## src/hw/rtl/rthsi_pkg.sv

```systemverilog
`default_nettype none
package rthsi_pkg;

    localparam int XW         = 44;   // CORDIC x/y datapath width
    localparam int ZW         = 30;   // angle accumulator, 2^-20 degree units
    localparam int STEPS      = 24;
    localparam int QBITS      = 16;   // saturation quotient bits
    localparam int SW         = 10;   // channel sum width
    localparam int DW         = 11;   // saturation divisor width
    localparam int RW         = 12;   // partial remainder width

    localparam logic [XW-1:0] SQRT3_Q30    = 44'd1859775393;
    localparam logic [ZW-1:0] ANG_90       = 30'd94371840;
    localparam logic [ZW-1:0] ANG_180      = 30'd188743680;
    localparam logic [15:0]   HUE_HALF     = 16'd23040;
    localparam logic [15:0]   HUE_FULL     = 16'd46080;
    localparam logic [19:0]   RECIP3_Q20   = 20'd349526;

    typedef logic [ZW-1:0] atan_tab_t [STEPS];

    // atan(2^-i) in degrees, scaled by 2^20
    localparam atan_tab_t ATAN_TAB = '{
        30'd47185920, 30'd27855475, 30'd14718068, 30'd7471121, 30'd3750058,
        30'd1876857, 30'd938658, 30'd469357, 30'd234682, 30'd117342,
        30'd58671, 30'd29335, 30'd14668, 30'd7334, 30'd3667, 30'd1833,
        30'd917, 30'd458, 30'd229, 30'd115, 30'd57, 30'd29, 30'd14, 30'd7
    };

    typedef struct packed {
        logic signed [XW-1:0] x;
        logic signed [XW-1:0] y;
        logic signed [ZW-1:0] z;
        logic [RW-1:0]        rem;
        logic [QBITS-1:0]     quo;
        logic [DW-1:0]        dvs;
        logic [SW-1:0]        sum;
        logic [15:0]          inten;
        logic                 gray;
        logic                 y_zero;
        logic                 x_pos;
        logic                 mirror;
    } hsi_word_t;

endpackage
`default_nettype wire

```

## src/hw/rtl/rthsi_front.sv

```systemverilog
`default_nettype none
module rthsi_front
    import rthsi_pkg::*;
(
    input  wire logic      aclk,
    input  wire logic      aresetn,
    input  wire logic      in_valid,
    output logic           in_ready,
    input  wire logic [7:0] red,
    input  wire logic [7:0] green,
    input  wire logic [7:0] blue,
    output logic           out_valid,
    input  wire logic      out_ready,
    output hsi_word_t      out_word
);

    // stage one: sums, minimum, intensity, hue sign flags
    logic             v1_reg;
    logic signed [10:0] x0_reg, x0_next;
    logic [7:0]       d_reg, d_next;
    logic [SW-1:0]    s_reg, s_next;
    logic [SW-1:0]    num_reg, num_next;
    logic [15:0]      inten_reg, inten_next;
    logic             gray_reg, mirror_reg, xpos_reg;
    logic             rdy1;

    logic [7:0]  mn;
    logic [17:0] iv;
    logic [37:0] iprod;

    always_comb begin
        mn = (red < green) ? red : green;
        if (blue < mn) mn = blue;
        s_next = SW'(red) + SW'(green) + SW'(blue);
        num_next = s_next - 10'(3 * {2'b0, mn});
        iv = {s_next, 8'd0} + 18'd1;
        iprod = 38'(iv) * 38'(RECIP3_Q20);
        inten_next = iprod[35:20];
        x0_next = $signed({2'b0, red, 1'b0}) - $signed({3'b0, green})
                  - $signed({3'b0, blue});
        d_next = (green >= blue) ? (green - blue) : (blue - green);
    end

    // stage two: scale, pre-rotate left half-plane vectors, seed divider
    logic             v2_reg;
    hsi_word_t        w2_reg, w2_next;
    logic signed [XW-1:0] xs, ys;

    assign out_valid = v2_reg;
    assign out_word  = w2_reg;
    logic rdy2;
    assign rdy2     = !v2_reg || out_ready;
    assign rdy1     = !v1_reg || rdy2;
    assign in_ready = rdy1;

    always_comb begin
        xs = $signed({{(XW-11){x0_reg[10]}}, x0_reg}) <<< 30;
        ys = $signed(XW'(d_reg) * SQRT3_Q30);
        w2_next = '0;
        if (x0_reg < 0) begin
            w2_next.x = ys;
            w2_next.y = -xs;
            w2_next.z = ANG_90;
        end else begin
            w2_next.x = xs;
            w2_next.y = ys;
            w2_next.z = '0;
        end
        w2_next.rem    = RW'(num_reg);
        w2_next.quo    = '0;
        w2_next.dvs    = (s_reg == '0) ? DW'(1) : {s_reg, 1'b0};
        w2_next.sum    = s_reg;
        w2_next.inten  = inten_reg;
        w2_next.gray   = gray_reg;
        w2_next.y_zero = (d_reg == 8'd0);
        w2_next.x_pos  = xpos_reg;
        w2_next.mirror = mirror_reg;
    end

    always_ff @(posedge aclk) begin
        if (!aresetn) begin
            v1_reg <= 1'b0;
            v2_reg <= 1'b0;
        end else begin
            if (rdy1) v1_reg <= in_valid;
            if (rdy2) v2_reg <= v1_reg;
        end
        if (rdy1 && in_valid) begin
            x0_reg     <= x0_next;
            d_reg      <= d_next;
            s_reg      <= s_next;
            num_reg    <= num_next;
            inten_reg  <= inten_next;
            gray_reg   <= (red == green) && (green == blue);
            mirror_reg <= blue > green;
            xpos_reg   <= x0_next > 0;
        end
        if (rdy2 && v1_reg) w2_reg <= w2_next;
    end

endmodule
`default_nettype wire

```

## config.mk

```make
export PLATFORM = sky130hd
export DESIGN_NAME = rthsi_front
export DESIGN_NICKNAME = d
export VERILOG_FILES = /design/src/hw/rtl/rthsi_pkg.sv /design/src/hw/rtl/rthsi_front.sv
export SDC_FILE = /design/constraint.sdc
export NUM_CORES = 1
export LEC_CHECK = 0
export BUFFER_PORTS_ARGS = -buffer_cell sky130_fd_sc_hd__buf_4
export CORE_MARGIN = 1.5
export CORE_UTILIZATION = 60
export DETAILED_ROUTE_END_ITERATION = 10
export PLACE_DENSITY = 0.84
export SYNTH_ARGS = -nofsm -noshare
export SYNTH_HDL_FRONTEND = slang
export SYNTH_SLANG_ARGS = --single-unit
```

## constraint.sdc

```tcl
create_clock -name aclk -period 16.9 [get_ports aclk]
set_input_delay 0 -clock aclk [delete_from_list [all_inputs] [get_ports aclk]]
set_output_delay 0 -clock aclk [all_outputs]
set_load 0.01 [all_outputs]
```

==> results by stage <==
Run status:
- The flow ran to the end, and the final reports show no timing, DRC or antenna violations.

Logic synthesis:
- The synthesized design spends more area on one cell type than any other, namely edfxtp_1.
- The async set-reset flop share out of synthesis is 0%.
- After synthesis the cells add up to ~0.017 mm2.
- The number of warnings printed during yosys synthesis is 0.
- The share of synthesized cell area in full adder, half adder and majority cells is roughly a third.
- The simple-gate share of the synthesized area is under 10%.
- After synthesis, the cell types taking the most area are edfxtp_1, ha_1, fa_1.
- Synthesis produced a netlist whose cell count is 1564.
- The synthesized area per cell is between 10 and 15 um2.
- The multiplexer fraction of the synthesized cell area is 1.41%.
- The fraction of synthesized cell area in xor and xnor cells is ~4.3%.
- The synthesized flop and latch total is 196.
- The fraction of the mapped netlist area in compound gates is 9.00%.
- The number of enable flip-flop cells after synthesis is ~190.
- The proportion of netlist area held by the largest area contributor is about a third.
- The netlist uses 64 different library cells.
- The post-synthesis sequential area ratio is 33.8%.
- The commonest register cell after synthesis is edfxtp_1.
- After synthesis, the largest family of logic cells by area is adder cells.

CTS:
- The quantity of gates resized following cts is 0.
- The clock tree from TritonCTS is done.
- The buffer levels on the longest clock path is 2.
- The later pin in the worst-skew pair is clocked with a latency of approximately 440 ps.
- The total number of clock tree sinks is between 150 and 200.
- The clock transition at the registers of the reported paths is roughly 80 ps.
- The number of buffers inserted to repair setup after CTS is 0.
- Clock tree synthesis selected as its root buffer the cell clkbuf_16.
- The H-tree depth is 4.
- The number of hold buffers added after cts is 4.
- The total CTS buffers is 17.

Layout:
- In the final layout, the share of cells above drive strength 1 is a little over an eighth.
- The net count of the finished layout is approximately 2200.
- The repair_antennas step left the layout with diodes totalling 0.
- The area growth from synthesis to layout is 12.2%.
- The number of filler cells placed in the layout is ~2100.
- The number of flip-flops in the largest register is about 140.

Drt:
- Detailed routing inserted a total of approximately 12000 vias.
- The per-cell via count in the routed design is approximately 5.5.
- The first detailed-routing pass took 5 iterations.
- After detailed routing, the total wire length is roughly 38000 um.
- The average routed wire per standard cell is about 18 um.
- The residual antenna-violating net count after detailed routing is 0.
- The detailed router finished its first iteration with between 600 and 700 violations.
- The detailed-route DRC error count is 0.

Setup path:
- The kind of critical path is primary input to flip-flop.
- The worst setup path is launched from a primary input.
- For this run, the slowest stage of the critical path takes roughly 540 ps.
- The largest fanout on the critical path is 5.
- The slowest stage of the critical path is the fa_1 cell.
- STA puts the critical path data required time at between 15000 and 20000 ps.
- The endpoint arrival time on the critical path is between 7000 and 8000 ps.
- The worst setup path is captured at a flip-flop.
- The most numerous cell type found on the critical path is inv_1.

GRT:
- The initial antenna violation count was 0.
- Entering global routing, the biggest net connects 79 pins.
- The global router's overall resource usage is 25.8%.
- The global-route congestion overflow total is 0.
- The global-route wire length before repair is 60800 um.
- The number of global-route vias before repair was between 10000 and 15000.

Timing:
- The max-slew violation total from the final report is 0.
- Dividing the final minimum period by the clock period gives between 40 and 50%.
- Setup total negative slack on the finished layout was measured at 0 ps.
- Setup violations remaining at the end of the flow were counted as 0.
- The measured slew at the worst slew-check pin is 945 ps.
- In this run the tightest slew margin relative to its limit is about 37%.
- The clock period could shrink to between 7000 and 8000 ps.
- The maximum clock skew at final layout is slightly above 10 ps.
- For this run, the top clock speed supported by timing is roughly 130 MHz.
- Setup repair after global routing left no endpoint under its margin.
- The final hold violation count is 0.

Floorplanning:
- The die is between 150 and 200 um wide.
- The die is between 150 and 200 um tall.
- ~220 I/O pins were placed.
- For this configuration, the core starts out at a cell density of between 60% and 70%.
- The floorplan step defined a die boundary enclosing 0.0300 mm2.
- The core box area is 0.0286 mm2.
- The floorplan has 62 rows.

Placed design:
- The count of port buffers added during placement is roughly 170.
- After legalization and detailed placement, the total HPWL measured between 30000 and 40000 um.
- At the end of routability-driven placement, the weighted congestion stood at around 0.95.

Worst hold path:
- The min-delay analysis places its worst path in the category primary input to flip-flop.

Job:
- Max-cap violations in this run came to 0.
==> final timing paths <==
| check | end | cells past startpoint | startpoint | slack (ps) |
|---|---|---|---|---|
| max | inten_reg[14]$_DFFE_PP_ | 32 | green[1] | 9140 |
| min | d_reg[1]$_DFFE_PP_ | 3 | green[1] | 90 |
| max reg2reg | out_word[136]$_DFFE_PP_ | 16 | d_reg[6]$_DFFE_PP_ | 11010 |
| min reg2reg | out_word[18]$_DFFE_PP_ | 0 | inten_reg[14]$_DFFE_PP_ | 420 |
==> critical path, delay by kind of cell <==
kind	cells	cell delay (ps)
compound gates	11	2880
xor+xnor	1	80
simple gates	2	280
buf+inv	8	800
fa+ha+maj	10	3900
==> per-stage QoR <==
step / utilization [%] / cells / hold slack [ps] / setup slack (ps) / area (um2)
after floorplan: - / 1611 / 118 / 9690 / 17600
after global placement: 66.0 / 2100 / 208 / 9230 / 18900
after detailed placement: 66.0 / 2100 / 220 / 8810 / 18900
after CTS: 68.1 / 2136 / 76.4 / 9170 / 19500
after global routing: 68.1 / 2136 / 91.6 / 8650 / 19500
final: 68.1 / 2136 / 91.9 / 9140 / 19500
==> routing by layer <==
metal	GRT usage, %	up-vias	wire length, um
met2	46.7	354	19600
met5	0	-	0
met4	8.84	0	1160
met3	3.78	70	1660
li1	-	5585	-
met1	31.4	5774	15200
==> layout make-up <==
type                       count  area (um2)  share of cell area (%)
multi-input combinational   1073       10200                    52.4
sequential                   196        5870                    30.1
timing repair buffer         183        1380                    7.10
inverter                     268        1010                    5.16
tap                          384         480                    2.47
clock buffer                  17         425                    2.18
clock inverter                15         121                   0.623
==> placed cells by master (no fill, tap or decap), types with 28 or more instances in the layout <==
master and count:
a21oi_1 82, conb_1 48, xnor2_1 62, fa_1 141, inv_1 268, nand2_1 47
nor3_1 31, nor2_1 47, ha_1 255, edfxtp_1 194, a21o_1 28, buf_4 179
and2_1 46, o21ai_0 39
==> kinds of logic after synthesis <==
group / Yosys count
AO/OA/AOI/OAI: 248
XOR/XNOR: 86
adder cells (fa/ha/maj): 396
buffers and inverters: 342
flip-flops: 196
multiplexers: 23
other: 1
AND/OR/NAND/NOR: 272
==> synthesized netlist by cell type (9+ instances only) <==
cell and instances:
o21ai_0 39, o21bai_1 19, o21ai_1 13, ha_1 255, xnor2_1 62, and2_1 47, a21o_1 28, nand2_1 47
nor2_1 47, inv_1 268, nor2b_1 18, nand4_1 11, a21oi_1 82, xor2_1 24, and3_1 14, clkbuf_1 21
o21a_1 9, edfxtp_1 194, buf_4 50, fa_1 141, nand3_1 22, a211oi_1 11, nor3_1 31, mux2_2 11
mux2i_1 11
Power is not shown: default switching activity piles up to over one toggle a cycle in this logic, so the estimate is an artifact.
