### config.mk
export PLATFORM = sky130hd
export DESIGN_NAME = rthsi_cell
export DESIGN_NICKNAME = d
export VERILOG_FILES = /design/src/hw/rtl/rthsi_pkg.sv /design/src/hw/rtl/rthsi_cell.sv
export SDC_FILE = /design/constraint.sdc
export NUM_CORES = 1
export LEC_CHECK = 0
export ABC_AREA = 1
export BUFFER_PORTS_ARGS = -buffer_cell sky130_fd_sc_hd__buf_2
export CAP_MARGIN = 25
export CORE_MARGIN = 1
export CORE_UTILIZATION = 28
export CTS_BUF_LIST = sky130_fd_sc_hd__clkbuf_16
export CTS_CLUSTER_SIZE = 40
export DETAILED_ROUTE_END_ITERATION = 6
export GPL_TIMING_DRIVEN = 0
export PLACE_DENSITY = 0.51
export SLEW_MARGIN = 20
export SYNTH_ARGS = -nofsm -noshare
export SYNTH_HDL_FRONTEND = slang
export SYNTH_SLANG_ARGS = --single-unit
### constraint.sdc
create_clock -name aclk -period 10.5 [get_ports aclk]
set_input_delay 1.575 -clock aclk [delete_from_list [all_inputs] [get_ports aclk]]
set_output_delay 1.575 -clock aclk [all_outputs]
set_load 0.01 [all_outputs]
### src/hw/rtl/rthsi_pkg.sv
`default_nettype none
package rthsi_pkg;

    localparam int XW         = 44;   // CORDIC x/y datapath width
    localparam int ZW         = 30;   // angle accumulator, 2^-20 degree units
    localparam int STEPS      = 24;
    localparam int QBITS      = 16;   // saturation quotient bits
    localparam int SW         = 10;   // channel sum width
    localparam int DW         = 11;   // saturation divisor width
    localparam int RW         = 12;   // partial remainder width

    localparam logic [XW-1:0] SQRT3_Q30    = 44'd1859775393;
    localparam logic [ZW-1:0] ANG_90       = 30'd94371840;
    localparam logic [ZW-1:0] ANG_180      = 30'd188743680;
    localparam logic [15:0]   HUE_HALF     = 16'd23040;
    localparam logic [15:0]   HUE_FULL     = 16'd46080;
    localparam logic [19:0]   RECIP3_Q20   = 20'd349526;

    typedef logic [ZW-1:0] atan_tab_t [STEPS];

    // atan(2^-i) in degrees, scaled by 2^20
    localparam atan_tab_t ATAN_TAB = '{
        30'd47185920, 30'd27855475, 30'd14718068, 30'd7471121, 30'd3750058,
        30'd1876857, 30'd938658, 30'd469357, 30'd234682, 30'd117342,
        30'd58671, 30'd29335, 30'd14668, 30'd7334, 30'd3667, 30'd1833,
        30'd917, 30'd458, 30'd229, 30'd115, 30'd57, 30'd29, 30'd14, 30'd7
    };

    typedef struct packed {
        logic signed [XW-1:0] x;
        logic signed [XW-1:0] y;
        logic signed [ZW-1:0] z;
        logic [RW-1:0]        rem;
        logic [QBITS-1:0]     quo;
        logic [DW-1:0]        dvs;
        logic [SW-1:0]        sum;
        logic [15:0]          inten;
        logic                 gray;
        logic                 y_zero;
        logic                 x_pos;
        logic                 mirror;
    } hsi_word_t;

endpackage
`default_nettype wire

### src/hw/rtl/rthsi_cell.sv
`default_nettype none
module rthsi_cell
    import rthsi_pkg::*;
#(
    parameter int IDX = 0
) (
    input  wire logic  aclk,
    input  wire logic  aresetn,
    input  wire logic  in_valid,
    output logic       in_ready,
    input  wire hsi_word_t in_word,
    output logic       out_valid,
    input  wire logic  out_ready,
    output hsi_word_t  out_word
);

    logic      valid_reg;
    hsi_word_t word_reg, word_next;
    logic signed [XW-1:0] sx, sy;
    logic [RW-1:0] r2;
    logic [15:0]   sum_ext;

    always_comb begin
        word_next = in_word;
        sx = in_word.x >>> IDX;
        sy = in_word.y >>> IDX;
        // rotate toward the x axis
        if (!in_word.y[XW-1] && (in_word.y != '0)) begin
            word_next.x = in_word.x + sy;
            word_next.y = in_word.y - sx;
            word_next.z = in_word.z + $signed(ATAN_TAB[IDX]);
        end else begin
            word_next.x = in_word.x - sy;
            word_next.y = in_word.y + sx;
            word_next.z = in_word.z - $signed(ATAN_TAB[IDX]);
        end
        // one restoring-division bit for saturation
        sum_ext = 16'(in_word.sum);
        r2 = {in_word.rem[RW-2:0], sum_ext[(IDX < QBITS) ? (QBITS-1-IDX) : 0]};
        if (IDX < QBITS) begin
            if (r2 >= RW'(in_word.dvs)) begin
                word_next.rem = r2 - RW'(in_word.dvs);
                word_next.quo = {in_word.quo[QBITS-2:0], 1'b1};
            end else begin
                word_next.rem = r2;
                word_next.quo = {in_word.quo[QBITS-2:0], 1'b0};
            end
        end
    end

    assign in_ready  = !valid_reg || out_ready;
    assign out_valid = valid_reg;
    assign out_word  = word_reg;

    always_ff @(posedge aclk) begin
        if (!aresetn) begin
            valid_reg <= 1'b0;
        end else if (in_ready) begin
            valid_reg <= in_valid;
        end
        if (in_ready && in_valid) word_reg <= word_next;
    end

endmodule
`default_nettype wire

==> results.env <==
CRIT_PATH_END_KIND='register'
SYNTHARSTFLOPSHARE=0
DESIGN_POWER_mW=2.67
PATH_DELAY_FAMILY='simple AND/OR/NAND/NOR gates'
PIN_COUNT=380
POST_CTS_HOLD_BUFFER_COUNT=0
SYNTH_MOST_COMMON_CELL='sky130_fd_sc_hd__nand2_1'
POST-CTS-SETUP-BUFFER-COUNT=0
MAX_FREQ_MHz=231
STATIC-LEAKAGE-POWER_nW=11.3
DOMINANTREGCELLSYNTH='sky130_fd_sc_hd__edfxtp_1'
SYNTH.CELLS.MOST_FREQUENT='sky130_fd_sc_hd__nand2_1, sky130_fd_sc_hd__inv_1, sky130_fd_sc_hd__nand3_1, sky130_fd_sc_hd__nor2_1, sky130_fd_sc_hd__edfxtp_1'
CTS_INSERTED_BUFFERS=17
PORT_BUFFERS=377
WORST-ENDPOINT-ARRIVAL_NS=4.58
CP_SLOWEST_CELL='sky130_fd_sc_hd__nor4_1'
CLOCK_SINKS=187
CLK_ROOT_BUFFER_CELL='sky130_fd_sc_hd__clkbuf_16'
FLOORPLAN.DIE.WIDTH_MICRONS=256
PWR-SHARE-CLK=0.282
DPL-INSTANCE-AREA_SQ_UM=21300
PINS_OVER_THEIR_SLEW_LIMIT=0
PWR-SHARE-SEQ=0.349
CLKSLEWWORSTSETUPHOLDPATHS_NS=0.08
CRITICAL_PATH_REQUIRED_NS=10.76
HOLD_CLASS='register to register'
CTS_BUFFER_DEPTH=2
PLACED_WIRE_LENGTH_ESTIMATE_MICRONS=65300
GRT_OVERFLOW=0
YS_SEQ_ELEMENTS=187
SYNTH_LARGEST_TYPE_AREA_FRACTION=0.309
DIE_H_MICRONS=256
SHARE_OF_CELLS_ABOVE_DRIVE_STRENGTH_1=0.198
STARTPOINT_TYPE='input port'
SYNTHESIS.YOSYS.WARNINGS=0
INITIAL_UTIL=0.285
DRV_CAP=0
PLACE.DETAILED.INSTANCES=3888
VIAS=18600
HOLD_WS_NS=0.550
SYN_AVG_CELL_AREA_SQ_UM=6.82
CRITICAL_PATH.MAX_FANOUT=15
SWSHARE=0.410
GLOBALPLACE.CONGESTION=1.00
PRE_CTS_WS_NS=5.59
FINAL_HOLD_VIOL_COUNT=0
SEQ_AREA_FRAC_SYNTH=0.310
FINALNETCOUNT=3405
SYNTH_EDF_COUNT=186
SLEW_HEADROOM=0.410
STATUS='complete, no violations'
AREA_GROWTH_PCT=21.5
POST_SYNTH_INST_COUNT=2655
DRTPASS1ITERATIONS=5
POWER.NET_SWITCHING_mW=1.09
SYNTH.LIB_CELLS_USED.DISTINCT=47
COMBINATIONALPOWERSHARE=0.369
FINAL_CRITICAL_PATH_SETUP_SLACK_NS=6.18
CP_CELL_SEQUENCE='buf_2, nor4_1, nand2_1, nor2_1, nand2_1, nand2_2, buf_4, buf_4, ha_1, a21oi_1, o21ai_0, a21oi_1, nor2_1, nor2_1, xnor2_1'
FINAL.PERIOD_UTILIZATION=0.412
FP-ROW-COUNT=92
GLOBALROUTETOTALUTIL=0.231
ANTENNA_VIOLATING_NETS_POST_ROUTE=0
GRT_FIRST_PASS_WIRELENGTH_MICRONS=111000
ROUTED_WIRELENGTH_MICRONS=77000
VDD.IR_DROP.WORST_mV=0.108
CORE_AREA_SQ_UM=63400
P_INT_mW=1.58
WORST_CLOCK_SKEW_NS=0.0233
WORST-PATH-BUF-INV=3
CP_SLOWEST_STAGE_DELAY_NS=0.38
POST-ROUTE-UTIL=0.347
DRC=0
LAYOUT.CELLS.NON_FILLER=3921
POWER_PER_CELL_AREA_nW_PER_UM2=121
SLEW_OF_THE_PIN_WITH_THE_LOWEST_SLEW_MARGIN_NS=0.885
FIRST_GLOBAL_VIAS=18000
SETUP_REPAIR_AFTER_GLOBAL_ROUTING_MISSED_ITS_MARGIN='false'
AREA_LEADER_NETLIST='sky130_fd_sc_hd__edfxtp_1'
LAYOUT.CELL_AREA.NON_FILLER_SQ_UM=22000
CTS_REPAIR_RESIZE_COUNT=0
CTS_TREE='yes'
ROUTED_WIRE_LENGTH_PER_INSTANCE_MICRONS=19.6
SYNTHESIS.AREA_SQ_UM=18100
SETUP.WORST_PATH.CLASS='input port to register'
CTSHTREEMAXLEVEL=4
SYNTH_NETS=2999
GRT_START_MAX_NET_PINS=25
DETAIL_ROUTE.VIAS_PER_CELL=4.73
FINALSETUPVIOLATIONS=0
NUMBER_OF_ANTENNA_VIOLATIONS_AT_THE_FIRST_CHECK_IN_GLOBAL_ROUTING=3
FULL_DIE_AREA_SQ_UM=65700
INITIALDRTVIOLATIONCOUNT=1354
WORST_SKEW_PAIR.LATE_LATENCY_NS=0.52
CPMOSTUSEDCELL='sky130_fd_sc_hd__nor2_1'
SYNTHTOPCELLSBYAREA='sky130_fd_sc_hd__edfxtp_1, sky130_fd_sc_hd__nand2_1, sky130_fd_sc_hd__ha_1, sky130_fd_sc_hd__inv_1, sky130_fd_sc_hd__nand3_1'
LAYOUT_MIN_CYCLE_TIME_NS=4.32
FIN_SETUP_TNS_NS=0
==> worst paths after layout <==
check | endpoint | from | slack [ns] | depth (start not counted)
hold reg to reg | out_valid | out_valid | 0.55 | 2
setup / recovery | out_word[96] | in_word[106] | 6.18 | 15
setup reg to reg | out_word[135] | out_valid | 8.60 | 6
hold / removal | out_valid | out_valid | 0.55 | 2
==> state kept, by name, indices dropped and copies added (netlist names) <==
signal / flops
out_word: 186
out_valid: 1
==> tightest hold or removal path: stages (launching register included) <==
cell	delay, ns
sky130_fd_sc_hd__dfxtp_1	0.35
sky130_fd_sc_hd__nand2_1	0.08
sky130_fd_sc_hd__a21boi_0	0.07
==> cell families (layout without fill, tap and decap cells) <==
kind of cell	after synthesis	count (layout)	synth area share
XOR/XNOR	46	46	0.0223
other	0	1	0
buffers and inverters	518	937	0.122
AO/OA/AOI/OAI	299	299	0.0935
adder cells (fa/ha/maj)	153	153	0.108
flip-flops	187	187	0.310
AND/OR/NAND/NOR	1452	1452	0.344
==> power groups by stage <==
stage | registers, mW | logic [mW] | clock network (mW)
floorplan | 0.994 | 0.553 | 0
global placement | 0.961 | 0.957 | 0
detailed placement | 0.949 | 0.973 | 0
CTS | 0.933 | 0.979 | 0.777
global route | 0.938 | 1.08 | 0.797
finish | 0.931 | 0.985 | 0.754
==> layer usage <==
metal / track usage / vias up / wire [microns]
li1: - / 9243 / -
met1: 0.282 / 8552 / 32400
met2: 0.397 / 639 / 36500
met3: 0.0346 / 127 / 4590
met4: 0.111 / 0 / 3600
met5: 0 / - / 0
==> final cells by class <==
class / count / area, sq um
timing repair buffer: 387 / 2160
clock inverter: 15 / 233
inverter: 457 / 1720
antenna: 1 / 2.50
sequential: 187 / 5610
buffer: 61 / 498
clock buffer: 17 / 425
multi-input combinational: 1950 / 10300
tap: 846 / 1060
fill: 7074 / 41400
==> layout by cell type, fill, tap and decap left out, types with 30 or more instances in the layout <==
| cell type | instances |
|---|---|
| sky130_fd_sc_hd__ha_1 | 148 |
| sky130_fd_sc_hd__nand3_1 | 224 |
| sky130_fd_sc_hd__o21ai_0 | 88 |
| sky130_fd_sc_hd__nor2_2 | 45 |
| sky130_fd_sc_hd__xor2_1 | 39 |
| sky130_fd_sc_hd__buf_2 | 391 |
| sky130_fd_sc_hd__nand2_1 | 845 |
| sky130_fd_sc_hd__inv_1 | 438 |
| sky130_fd_sc_hd__nand4_1 | 36 |
| sky130_fd_sc_hd__nor2_1 | 221 |
| sky130_fd_sc_hd__a21oi_1 | 127 |
| sky130_fd_sc_hd__edfxtp_1 | 186 |
| sky130_fd_sc_hd__o21bai_1 | 30 |
Power figures use the tool's default switching activity.
